`src/rtl/core/mhpq_pkg.sv`:
```
// Shared constants, codes and types of the max-heap priority queue.
`default_nettype none
package mhpq_pkg;

  localparam int DEPTH       = 32;
  localparam int DATA_WIDTH  = 32;
  localparam int ADDR_W      = $clog2(DEPTH);
  localparam int CNT_W       = $clog2(DEPTH + 1);
  localparam int CHILD_W     = ADDR_W + 2;
  localparam int VALUE_W     = 32;
  localparam int STATUS_W    = 2;
  localparam int COUNT_OUT_W = 6;

  localparam logic ACT_PUSH = 1'b0;
  localparam logic ACT_POP  = 1'b1;

  typedef enum logic [STATUS_W-1:0] {
    ST_OK    = 2'd0,
    ST_EMPTY = 2'd1,
    ST_FULL  = 2'd2
  } status_t;

  typedef struct packed {
    logic                  we;
    logic [ADDR_W-1:0]     waddr;
    logic [DATA_WIDTH-1:0] wdata;
    logic [ADDR_W-1:0]     raddr;
  } ram_req_t;

  typedef struct packed {
    logic signed [VALUE_W-1:0] popped_value;
    logic [STATUS_W-1:0]       status;
    logic [COUNT_OUT_W-1:0]    entry_count;
  } result_t;

endpackage
`default_nettype wire

```
`src/rtl/core/mhpq_in_if.sv`:
```
// Input channel of the heap: an action and a value with a valid/ready handshake.
`default_nettype none
interface mhpq_in_if;
  import mhpq_pkg::*;

  logic                      valid;
  logic                      ready;
  logic                      action;
  logic signed [VALUE_W-1:0] value;

  modport source (output valid, output action, output value, input ready);
  modport sink (input valid, input action, input value, output ready);
endinterface
`default_nettype wire

```
`src/rtl/core/mhpq_out_if.sv`:
```
// Result channel of the heap: popped value, status and entry count with valid/ready.
`default_nettype none
interface mhpq_out_if;
  import mhpq_pkg::*;

  logic                      valid;
  logic                      ready;
  logic signed [VALUE_W-1:0] popped_value;
  logic [STATUS_W-1:0]       status;
  logic [COUNT_OUT_W-1:0]    entry_count;

  modport source (output valid, output popped_value, output status, output entry_count,
                  input ready);
  modport sink (input valid, input popped_value, input status, input entry_count,
                output ready);
endinterface
`default_nettype wire

```
`src/rtl/core/mhpq_ram.sv`:
```
// Generic single-write, single-read synchronous RAM with registered read data.
`default_nettype none
module mhpq_ram #(
  parameter int WIDTH = 32,
  parameter int DEPTH = 32
) (
  input  wire logic                     clk,
  input  wire logic                     we,
  input  wire logic [$clog2(DEPTH)-1:0] waddr,
  input  wire logic [WIDTH-1:0]         wdata,
  input  wire logic [$clog2(DEPTH)-1:0] raddr,
  output logic      [WIDTH-1:0]         rdata
);

  logic [WIDTH-1:0] mem [DEPTH];

  always_ff @(posedge clk) begin
    if (we) begin
      mem[waddr] <= wdata;
    end
    rdata <= mem[raddr];
  end

endmodule
`default_nettype wire

```
`src/rtl/core/mhpq_engine.sv`:
```
// Heap sequencer: accepts an action, sifts the moving entry through the RAM, forms the result.
`default_nettype none
module mhpq_engine (
  input  wire logic                        clk,
  input  wire logic                        rst,
  mhpq_in_if.sink                          in_ch,
  output mhpq_pkg::ram_req_t               ram_req,
  input  wire logic [mhpq_pkg::DATA_WIDTH-1:0] ram_rdata,
  output logic                             res_valid,
  input  wire logic                        res_ready,
  output mhpq_pkg::result_t                res
);
  import mhpq_pkg::*;

  typedef enum logic [3:0] {
    S_IDLE,
    S_POP_TOP,
    S_POP_LAST,
    S_UP_CHK,
    S_UP_CMP,
    S_DN_CHK,
    S_DN_L,
    S_DN_R,
    S_FINISH
  } state_t;

  state_t                        state;
  logic [CNT_W-1:0]              count;
  logic [ADDR_W-1:0]             pos;
  logic signed [DATA_WIDTH-1:0]  hold;
  logic signed [DATA_WIDTH-1:0]  lval;
  logic signed [DATA_WIDTH-1:0]  top;
  status_t                       status;

  logic signed [DATA_WIDTH-1:0]  rd_val;
  logic [ADDR_W-1:0]             parent;
  logic [CHILD_W-1:0]            left_idx;
  logic [CHILD_W-1:0]            right_idx;
  logic                          has_left;
  logic                          has_right;
  logic                          l_wins;
  logic                          lval_wins;
  logic signed [DATA_WIDTH-1:0]  cand;
  logic                          r_wins;
  logic                          accept;

  assign rd_val    = $signed(ram_rdata);
  assign parent    = ADDR_W'((pos - ADDR_W'(1)) >> 1);
  assign left_idx  = {1'b0, pos, 1'b1};
  assign right_idx = left_idx + CHILD_W'(1);
  assign has_left  = left_idx < CHILD_W'(count);
  assign has_right = right_idx < CHILD_W'(count);
  assign l_wins    = rd_val > hold;
  assign lval_wins = lval > hold;
  assign cand      = lval_wins ? lval : hold;
  assign r_wins    = rd_val > cand;

  assign in_ch.ready = (state == S_IDLE);
  assign accept      = in_ch.valid && in_ch.ready;
  assign res_valid   = (state == S_FINISH);

  assign res.popped_value = VALUE_W'(top);
  assign res.status       = status;
  assign res.entry_count  = COUNT_OUT_W'(count);

  always_comb begin
    ram_req.we    = 1'b0;
    ram_req.waddr = pos;
    ram_req.wdata = hold;
    ram_req.raddr = '0;
    case (state)
      S_POP_TOP: begin
        ram_req.raddr = ADDR_W'(count);
      end
      S_UP_CHK: begin
        if (pos == '0) begin
          ram_req.we = 1'b1;
        end else begin
          ram_req.raddr = parent;
        end
      end
      S_UP_CMP: begin
        ram_req.we    = 1'b1;
        ram_req.wdata = (rd_val > hold) ? hold : rd_val;
      end
      S_DN_CHK: begin
        if (!has_left) begin
          ram_req.we = 1'b1;
        end else begin
          ram_req.raddr = ADDR_W'(left_idx);
        end
      end
      S_DN_L: begin
        if (has_right) begin
          ram_req.raddr = ADDR_W'(right_idx);
        end else begin
          ram_req.we    = 1'b1;
          ram_req.wdata = l_wins ? rd_val : hold;
        end
      end
      S_DN_R: begin
        ram_req.we    = 1'b1;
        ram_req.wdata = r_wins ? rd_val : cand;
      end
      default: begin
        ram_req.we = 1'b0;
      end
    endcase
  end

  always_ff @(posedge clk) begin
    if (rst) begin
      state <= S_IDLE;
      count <= '0;
    end else begin
      case (state)
        S_IDLE: begin
          if (accept) begin
            top    <= '0;
            status <= ST_OK;
            if (in_ch.action == ACT_PUSH) begin
              if (count == CNT_W'(DEPTH)) begin
                status <= ST_FULL;
                state  <= S_FINISH;
              end else begin
                hold  <= DATA_WIDTH'(in_ch.value);
                pos   <= ADDR_W'(count);
                count <= count + CNT_W'(1);
                state <= S_UP_CHK;
              end
            end else begin
              if (count == '0) begin
                status <= ST_EMPTY;
                state  <= S_FINISH;
              end else begin
                count <= count - CNT_W'(1);
                state <= S_POP_TOP;
              end
            end
          end
        end
        S_POP_TOP: begin
          top   <= rd_val;
          state <= S_POP_LAST;
        end
        S_POP_LAST: begin
          hold  <= rd_val;
          pos   <= '0;
          state <= S_DN_CHK;
        end
        S_UP_CHK: begin
          state <= (pos == '0) ? S_FINISH : S_UP_CMP;
        end
        S_UP_CMP: begin
          if (rd_val > hold) begin
            state <= S_FINISH;
          end else begin
            pos   <= parent;
            state <= S_UP_CHK;
          end
        end
        S_DN_CHK: begin
          state <= has_left ? S_DN_L : S_FINISH;
        end
        S_DN_L: begin
          if (has_right) begin
            lval  <= rd_val;
            state <= S_DN_R;
          end else if (l_wins) begin
            pos   <= ADDR_W'(left_idx);
            state <= S_DN_CHK;
          end else begin
            state <= S_FINISH;
          end
        end
        S_DN_R: begin
          if (r_wins) begin
            pos   <= ADDR_W'(right_idx);
            state <= S_DN_CHK;
          end else if (lval_wins) begin
            pos   <= ADDR_W'(left_idx);
            state <= S_DN_CHK;
          end else begin
            state <= S_FINISH;
          end
        end
        S_FINISH: begin
          if (res_ready) begin
            state <= S_IDLE;
          end
        end
        default: begin
          state <= S_IDLE;
        end
      endcase
    end
  end

  a_count_bound: assert property (@(posedge clk) disable iff (rst)
    count <= CNT_W'(DEPTH))
    else $error("Entry count exceeds the heap depth.");

  a_full_refused: assert property (@(posedge clk) disable iff (rst)
    accept && in_ch.action == ACT_PUSH && count == CNT_W'(DEPTH)
    |=> state == S_FINISH && status == ST_FULL && $stable(count))
    else $error("A push on a full heap was not refused.");

  a_empty_refused: assert property (@(posedge clk) disable iff (rst)
    accept && in_ch.action == ACT_POP && count == '0
    |=> state == S_FINISH && status == ST_EMPTY && count == '0)
    else $error("A pop on an empty heap was not refused.");

  a_no_idle_write: assert property (@(posedge clk) disable iff (rst)
    (state == S_IDLE || state == S_FINISH) |-> !ram_req.we)
    else $error("The heap store was written outside an operation.");

  a_hold_result: assert property (@(posedge clk) disable iff (rst)
    state == S_FINISH && !res_ready |=> state == S_FINISH && $stable(count))
    else $error("A stalled result did not hold.");

endmodule
`default_nettype wire

```
`src/rtl/core/max_heap_priority_queue.sv`:
```
// Top level of the binary max-heap priority queue: sequencer, heap RAM and result register.
// One item at a time; the store is one RAM with a single read port and registered read data.
// Push: the new entry climbs past each parent that is not larger, up to the root.
// Pop: reads the top and the last entry, then sifts the last one down; refused items go straight to the result.
// The result register holds a result while the sequencer accepts the next item.
// Synchronous reset empties the heap at once; RAM contents are not cleared.
`default_nettype none
module max_heap_priority_queue (
  input wire logic  clk,
  input wire logic  rst,
  mhpq_in_if.sink   in_ch,
  mhpq_out_if.source out_ch
);
  import mhpq_pkg::*;

  ram_req_t              ram_req;
  logic [DATA_WIDTH-1:0] ram_rdata;
  logic                  res_valid;
  logic                  res_ready;
  result_t               res;
  logic                  out_valid;
  result_t               out_res;

  mhpq_engine u_engine (
    .clk       (clk),
    .rst       (rst),
    .in_ch     (in_ch),
    .ram_req   (ram_req),
    .ram_rdata (ram_rdata),
    .res_valid (res_valid),
    .res_ready (res_ready),
    .res       (res)
  );

  mhpq_ram #(
    .WIDTH (DATA_WIDTH),
    .DEPTH (DEPTH)
  ) u_ram (
    .clk   (clk),
    .we    (ram_req.we),
    .waddr (ram_req.waddr),
    .wdata (ram_req.wdata),
    .raddr (ram_req.raddr),
    .rdata (ram_rdata)
  );

  assign res_ready = !out_valid || out_ch.ready;

  always_ff @(posedge clk) begin
    if (rst) begin
      out_valid <= 1'b0;
    end else begin
      if (res_valid && res_ready) begin
        out_valid <= 1'b1;
        out_res   <= res;
      end else if (out_ch.ready) begin
        out_valid <= 1'b0;
      end
    end
  end

  assign out_ch.valid        = out_valid;
  assign out_ch.popped_value = out_res.popped_value;
  assign out_ch.status       = out_res.status;
  assign out_ch.entry_count  = out_res.entry_count;

endmodule
`default_nettype wire

```
`src/flat_wrapper.sv`:
```
// flat-port wrapper written by rule: the top's interface ports become plain ports
module max_heap_priority_queue_flat import mhpq_pkg::*;
  (clk, rst, in_ch_valid, in_ch_action, in_ch_value, in_ch_ready, out_ch_valid, out_ch_popped_value, out_ch_status, out_ch_entry_count, out_ch_ready);
  mhpq_in_if in_ch_i ();
  mhpq_out_if out_ch_i ();
  input wire logic clk;
  input wire logic rst;
  input wire logic [$bits(in_ch_i.valid)-1:0] in_ch_valid;
  input wire logic [$bits(in_ch_i.action)-1:0] in_ch_action;
  input wire logic [$bits(in_ch_i.value)-1:0] in_ch_value;
  output wire logic [$bits(in_ch_i.ready)-1:0] in_ch_ready;
  output wire logic [$bits(out_ch_i.valid)-1:0] out_ch_valid;
  output wire logic [$bits(out_ch_i.popped_value)-1:0] out_ch_popped_value;
  output wire logic [$bits(out_ch_i.status)-1:0] out_ch_status;
  output wire logic [$bits(out_ch_i.entry_count)-1:0] out_ch_entry_count;
  input wire logic [$bits(out_ch_i.ready)-1:0] out_ch_ready;
  assign in_ch_i.valid = in_ch_valid;
  assign in_ch_i.action = in_ch_action;
  assign in_ch_i.value = in_ch_value;
  assign in_ch_ready = in_ch_i.ready;
  assign out_ch_valid = out_ch_i.valid;
  assign out_ch_popped_value = out_ch_i.popped_value;
  assign out_ch_status = out_ch_i.status;
  assign out_ch_entry_count = out_ch_i.entry_count;
  assign out_ch_i.ready = out_ch_ready;
  max_heap_priority_queue u_core (.clk(clk), .rst(rst), .in_ch(in_ch_i), .out_ch(out_ch_i));
endmodule
```
`config.mk`:
```
export PLATFORM = sky130hd
export DESIGN_NAME = max_heap_priority_queue_flat
export DESIGN_NICKNAME = d
export VERILOG_FILES = /design/src/rtl/core/mhpq_pkg.sv /design/src/rtl/core/mhpq_in_if.sv /design/src/rtl/core/mhpq_out_if.sv /design/src/rtl/core/mhpq_ram.sv /design/src/rtl/core/mhpq_engine.sv /design/src/rtl/core/max_heap_priority_queue.sv /design/src/flat_wrapper.sv
export SDC_FILE = /design/constraint.sdc
export NUM_CORES = 2
export LEC_CHECK = 0
export BUFFER_PORTS_ARGS = -buffer_cell sky130_fd_sc_hd__buf_2
export CORE_MARGIN = 2
export CORE_UTILIZATION = 32
export CTS_BUF_LIST = sky130_fd_sc_hd__clkbuf_16
export CTS_CLUSTER_SIZE = 20
export DETAILED_ROUTE_END_ITERATION = 10
export GPL_ROUTABILITY_DRIVEN = 0
export HOLD_SLACK_MARGIN = 0.02
export SLEW_MARGIN = 20
export SYNTH_ARGS = -nofsm -noshare
export SYNTH_HDL_FRONTEND = slang
export SYNTH_HIERARCHICAL = 1
export SYNTH_SLANG_ARGS = --single-unit
```
`constraint.sdc`:
```
create_clock -name clk -period 15.17 [get_ports clk]
set_clock_uncertainty 0.15 [all_clocks]
set_input_delay 1.517 -clock clk [delete_from_list [all_inputs] [get_ports clk]]
set_output_delay 1.517 -clock clk [all_outputs]
set_load 0.005 [all_outputs]
```
# After elaboration in Yosys (flattened, before gate mapping)
# Memories as Yosys holds them, arrays and structs flattened. A register that Yosys moved wholly into a read port is not among the register bits.
# Cells that the tools add are included.
# totals
ram_bits	1024
output_inout_bits	42
mem_count	1
register_bits	154
inputBits	37
wordCells	113
# op_classes
order_cmp	5
muxes	52
add_sub_neg	4
n_reduce_logical	20
eq_ne	19
bitwise	1
# mem_list
name	words	word_bits	rd	rd_ports_with_merged_regs	write_ports	line_no	rtl
u_core.u_ram.mem	32	32	1	1	1	mhpq_ram.sv:15	logic [WIDTH-1:0] mem [DEPTH];
# ops
cell	n
$mux 32	9
$pmux 32 s2	2
$gt 32x32->1	3
$pmux 32 s3	1
$mux 4	13
$mux 5	10
$pmux 4 s9	1
$pmux 5 s5	1
$pmux 5 s4	1
$mux 6	3
$eq 4x3->1 const B	4
$ne 2x2->1 const B	8
$reduce_and 3->1	3
$reduce_and 9->1	1
$eq 4x2->1 const B	2
$mux 1	8
$add 6x1->7 const B	1
$lt 7x6->1	1
$add 6x1->6 const B	1
$eq 6x6->1 const B	1
$logic_not 6->1	1
$lt 6x6->1	1
$reduce_bool 2->1	3
$sub 6x1->6 const B	1
other kinds (18)	21

# Longest topological paths before layout
# logic_depth
word_depth	6
ltp_mapped	23
mapped_depth_nobuf	18

# Cells and area by module
# The synthesis kept the hierarchy.
# modules_own_cells
module	cells_per_inst	area_each_um2	seq_area_each_um2	n_inst
mhpq_ram	2260	40492.6	31390.1	1
mhpq_engine	946	9376.5	3293.2	1
max_heap_priority_queue	45	1256.2	1221.2	1

# Worst setup path after synthesis
# OpenSTA, ideal clock, no wires.
# synth_timing
path_kind	flip-flop to flip-flop
startpoint	reg u_core.u_engine.hold[31]
endpoint	mem u_core.u_ram.mem[0][2] (data pin)
t_arrival_ns	4.910
required_ns	14.737
path_stages_with_launch	23
path_slack_ns	9.826
synth_period_minus_slack_ns	5.344
setup_ns	0.283
path_buffers	4
path_cell_list	edfxtp_1 inv_1 ha_1 buf_2 inv_2 a21oi_1 a211o_1 nor2_2 o21a_1 clkbuf_1 o22ai_1 or3_1 ha_1 and3_1 o21ai_1 a21oi_1 o41ai_1 a31oi_2 nand2b_1 buf_2 buf_2 a2111oi_1 a221o_1
# synth_rtl
element	line_no	rtl
from (decl)	mhpq_engine.sv:30	logic signed [DATA_WIDTH-1:0] hold;
from (signal assigned)	mhpq_engine.sv:126	hold <= DATA_WIDTH'(in_ch.value);
from (signal assigned)	mhpq_engine.sv:147	hold <= rd_val;
to (decl)	mhpq_ram.sv:15	

==> flow_summary.json <==
{
  "finalCritPeriodShare_pct": 55.8,
  "finalSetupViolCount": 0,
  "syn_avg_cell_area_um2": 15.7,
  "drt-pass1-iter-count": 5,
  "layout.cell_area.non_filler_um2": 57700,
  "detail_route.wirelength.met1_um": 60600,
  "cts.root.buffer_cell": "sky130_fd_sc_hd__clkbuf_16",
  "tns_ps": 0,
  "grt_pass1_vias": 28455,
  "peakVddDrop_mv": 0.112,
  "highest-signal-layer": "met4",
  "routedWlPerCell_um": 25.8,
  "wire_length_of_the_first_global_routing_pass_um": 203000,
  "insertion_delay_ps": 740,
  "class_of_the_tightest_hold_or_removal_check": "reg -> reg",
  "synth_top_cell_by_area": "sky130_fd_sc_hd__edfxtp_1",
  "cts_made_buffers": 116,
  "drv_slew": 0,
  "core_region_area_um2": 159000,
  "vias_per_cell": 5.38,
  "yosysMostFrequentCell": "sky130_fd_sc_hd__edfxtp_1",
  "max_freq_mhz": 118,
  "detailedPlacementHpwl_um": 75400,
  "timing.critical_path.fanout_max": 35,
  "run_status": "finished, final reports clean",
  "synthArstFlopShare_pct": 0,
  "final_layout_size_suffix_gt1_share_pct": 12.7,
  "hold_buffers": 0,
  "largest_family_of_logic_cells_by_synthesized_area": "multiplexers",
  "yosys.area_share.adder_pct": 2.80,
  "grt_max_degree": 117,
  "antenna_found_initial": 1,
  "worst_setup_hold_path_clk_slew_ps": 60,
  "synth.ff_latch_count": 1210,
  "synth_cells": 3251,
  "cpPeakStageDelay_ps": 870,
  "rows": 146,
  "dpl.cell_count": 5288,
  "netlist-cell-type-count": 74,
  "critical_path_depth": 20,
  "num-nets-final": 3484,
  "whs_ps": 267,
  "grt.overflow.total": 0,
  "rsz0062_at_grt": "no",
  "h-tree-depth": 3,
  "layout.cells.non_filler": 5507,
  "critPathTopFamily": "compound AO/OA/AOI/OAI gates",
  "worst_slew_margin_rel_pct": 26.7,
  "ys_warn_count": 6,
  "rr_endpoint": "u_core/u_ram/mem[24][29]",
  "mappedNetlistNets": 3401,
  "netlist_area_um2": 51100,
  "worstSetupEndpoint": "u_core/u_ram/mem[24][29]",
  "clock_sinks": 1210,
  "design.die.area_um2": 163000,
  "critical_path_arrival_ps": 8700,
  "worst_setup_path_class": "reg -> reg",
  "dieWidth_um": 404,
  "met3_length_um": 9510,
  "synth.cells.most_frequent": "sky130_fd_sc_hd__edfxtp_1, sky130_fd_sc_hd__mux2i_1, sky130_fd_sc_hd__a21oi_1",
  "crit_path_cell_trace": "inv_1 > ha_1 > nand4_2 > nor3_1 > a211o_1 > nor2_2 > buf_4 > o21a_1 > a311oi_4 > buf_4 > a211o_1 > ha_1 > nand4_1 > nor3_1 > a211oi_1 > nor3b_1 > a31oi_2 > nand2b_4 > a2111oi_0 > a221o_1",
  "routed-wl-met2_um": 66500,
  "drc_errors": 0,
  "yosys.area_share.xor_xnor_pct": 0.188,
  "layout.core_utilization_pct": 36.4,
  "type_of_element_capturing_the_critical_path": "flip-flop",
  "synthToLayoutAreaGrowth_pct": 12.8,
  "muxShareOfSynthArea_pct": 10.8,
  "maxCapViolCount": 0,
  "grtUsageTotal_pct": 17.0,
  "routed_wirelength_um": 142000,
  "timing_hold_violations_final": 0,
  "synthFlopType": "sky130_fd_sc_hd__edfxtp_1",
  "yosys-top-cells-area": "sky130_fd_sc_hd__edfxtp_1, sky130_fd_sc_hd__mux2i_1, sky130_fd_sc_hd__ha_1",
  "cts_tree": "built",
  "synth-edff-count": 1167,
  "final_antenna_net_count": 0,
  "worst_endpoint_required_time_ps": 15410,
  "worst_reg_to_reg_path_cell_count": 20,
  "io_buffers": 78,
  "n_antenna_cell": 0,
  "synth_compound_gate_area_share_pct": 8.28,
  "initial_utilization_pct": 32.2,
  "route.vias.total": 29640,
  "synth_simple_gate_area_share_pct": 5.10,
  "worstReg2RegStart": "u_core/u_engine/hold[31]",
  "first_iter_violations": 3093,
  "synthDominantCellAreaShare_pct": 68.5,
  "cts_buffer_depth": 3,
  "worstSetupStartpoint": "u_core/u_engine/hold[31]",
  "tightest_slew_ps": 1100,
  "power_density_nw_per_um2": 173,
  "crit_path_top_delay_cell": "sky130_fd_sc_hd__a221o_1",
  "post_dp_cell_area_um2": 53900,
  "synth_seq_area_share_pct": 70.2,
  "setup.reg_to_reg.worst_slack_ps": 6700,
  "p_leak_nw": 18.3,
  "critical_path.n_buffers_inverters": 3,
  "final.min_clock_period_ps": 8470,
  "io_pins": 79,
  "post_cts.repair.setup_buffers": 0,
  "die_height_um": 404,
  "ctsResizeCount": 0,
  "worst_setup_path_start_kind": "flip-flop"
}
==> how the worst min path moves through the flow <==
stage	from	to	cells after the start
after floorplan	u_core/u_engine/top[0]	u_core/out_ch.popped_value[0]	0
after global placement	u_core/u_engine/status[1]	u_core/out_ch.status[1]	0
after detailed placement	u_core/u_engine/top[19]	u_core/out_ch.popped_value[19]	0
after CTS	u_core/u_engine/top[19]	u_core/out_ch.popped_value[19]	0
after global routing	u_core/u_engine/top[22]	u_core/out_ch.popped_value[22]	0
final	u_core/u_engine/top[26]	u_core/out_ch.popped_value[26]	0
==> sequential cells by signal, indices dropped and copies added (netlist names) <==
| name | count |
|---|---|
| u_core/u_ram/mem | 1024 |
| u_core/out_ch.popped_value | 32 |
| u_core/u_engine/hold | 32 |
| u_core/u_engine/lval | 32 |
| u_core/u_engine/top | 32 |
| u_core/u_ram/rdata | 32 |
| u_core/out_ch.entry_count | 6 |
| u_core/u_engine/count | 6 |
| u_core/u_engine/pos | 5 |
| u_core/u_engine/state | 4 |
| u_core/out_ch.status | 2 |
| u_core/u_engine/status | 2 |
| u_core/out_ch.valid | 1 |
==> cell usage in the layout (no fill, tap or decap), types with 11 or more instances in the layout <==
cell type / synthesis / routed
sky130_fd_sc_hd__o21ai_0: 20 / 20
sky130_fd_sc_hd__edfxtp_1: 1167 / 1167
sky130_fd_sc_hd__buf_4: 39 / 59
sky130_fd_sc_hd__a221o_2: 0 / 12
sky130_fd_sc_hd__nor2_1: 96 / 62
sky130_fd_sc_hd__and2_1: 35 / 33
sky130_fd_sc_hd__a2111oi_2: 19 / 19
sky130_fd_sc_hd__ha_1: 112 / 112
sky130_fd_sc_hd__a22oi_1: 99 / 99
sky130_fd_sc_hd__nand3b_1: 11 / 11
sky130_fd_sc_hd__a211o_1: 26 / 26
sky130_fd_sc_hd__inv_1: 82 / 108
sky130_fd_sc_hd__clkinv_1: 0 / 27
sky130_fd_sc_hd__nand4_1: 22 / 22
sky130_fd_sc_hd__nor2_4: 0 / 34
sky130_fd_sc_hd__o22a_1: 32 / 32
sky130_fd_sc_hd__a21o_1: 11 / 11
sky130_fd_sc_hd__dfxtp_1: 43 / 43
sky130_fd_sc_hd__nor4_1: 13 / 13
sky130_fd_sc_hd__a22o_1: 65 / 65
sky130_fd_sc_hd__clkbuf_16: 0 / 119
sky130_fd_sc_hd__a21oi_1: 175 / 175
sky130_fd_sc_hd__clkinv_2: 0 / 25
sky130_fd_sc_hd__mux2i_1: 516 / 516
sky130_fd_sc_hd__a221o_1: 35 / 23
sky130_fd_sc_hd__buf_2: 40 / 78
sky130_fd_sc_hd__nand3_1: 116 / 116
sky130_fd_sc_hd__a31oi_1: 35 / 35
sky130_fd_sc_hd__nor3_1: 44 / 42
sky130_fd_sc_hd__mux2_2: 32 / 32
sky130_fd_sc_hd__nand2_1: 140 / 139
==> logic make-up (layout without fill, tap and decap cells) <==
family | Yosys count | count (layout)
xor+xnor | 11 | 11
compound gates | 577 | 577
buf+inv | 260 | 444
mux | 548 | 548
fa+ha+maj | 114 | 114
flops | 1210 | 1210
simple gates | 531 | 531
==> metal layers <==
metal  vias to the layer above  track usage [%]
met5                         -                0
met4                         0             6.80
met3                       243             2.57
met2                      1188             27.5
met1                     15206             23.1
li1                      13003                -
==> cell type report <==
type                            instances  area [µm²]
Clock buffer                          119        2980
Clock inverter                        100         744
Fill cell                           14812      101000
Inverter                               83         312
Multi-Input combinational cell       1781       14200
Sequential cell                      1210       35900
Tap cell                             2072        2590
Timing Repair Buffer                  142         933
==> stage by stage <==
stage	setup WS [ps]	power (mW)
global route	6280	10.4
global placement	6570	7.14
finish	6700	9.97
floorplan	9830	6.29
CTS	6780	10.0
detailed placement	6790	7.17
==> power by group <==
part / leakage, nW / switching [mW] / internal, mW / total (mW)
clock: 1.94 / 1.25 / 1.59 / 2.83
combinational: 5.47 / 1.70 / 0.856 / 2.55
sequential: 10.9 / 0.269 / 4.31 / 4.58
==> worst register-to-register path, stage by stage (launching register included) <==
cell,delay [ps]
sky130_fd_sc_hd__edfxtp_1,400
sky130_fd_sc_hd__inv_1,100
sky130_fd_sc_hd__ha_1,610
sky130_fd_sc_hd__nand4_2,290
sky130_fd_sc_hd__nor3_1,80
sky130_fd_sc_hd__a211o_1,330
sky130_fd_sc_hd__nor2_2,740
sky130_fd_sc_hd__buf_4,380
sky130_fd_sc_hd__o21a_1,510
sky130_fd_sc_hd__a311oi_4,90
sky130_fd_sc_hd__buf_4,270
sky130_fd_sc_hd__a211o_1,350
sky130_fd_sc_hd__ha_1,300
sky130_fd_sc_hd__nand4_1,190
sky130_fd_sc_hd__nor3_1,80
sky130_fd_sc_hd__a211oi_1,480
sky130_fd_sc_hd__nor3b_1,480
sky130_fd_sc_hd__a31oi_2,310
sky130_fd_sc_hd__nand2b_4,510
sky130_fd_sc_hd__a2111oi_0,580
sky130_fd_sc_hd__a221o_1,870
(Power assumes the default switching activity.)
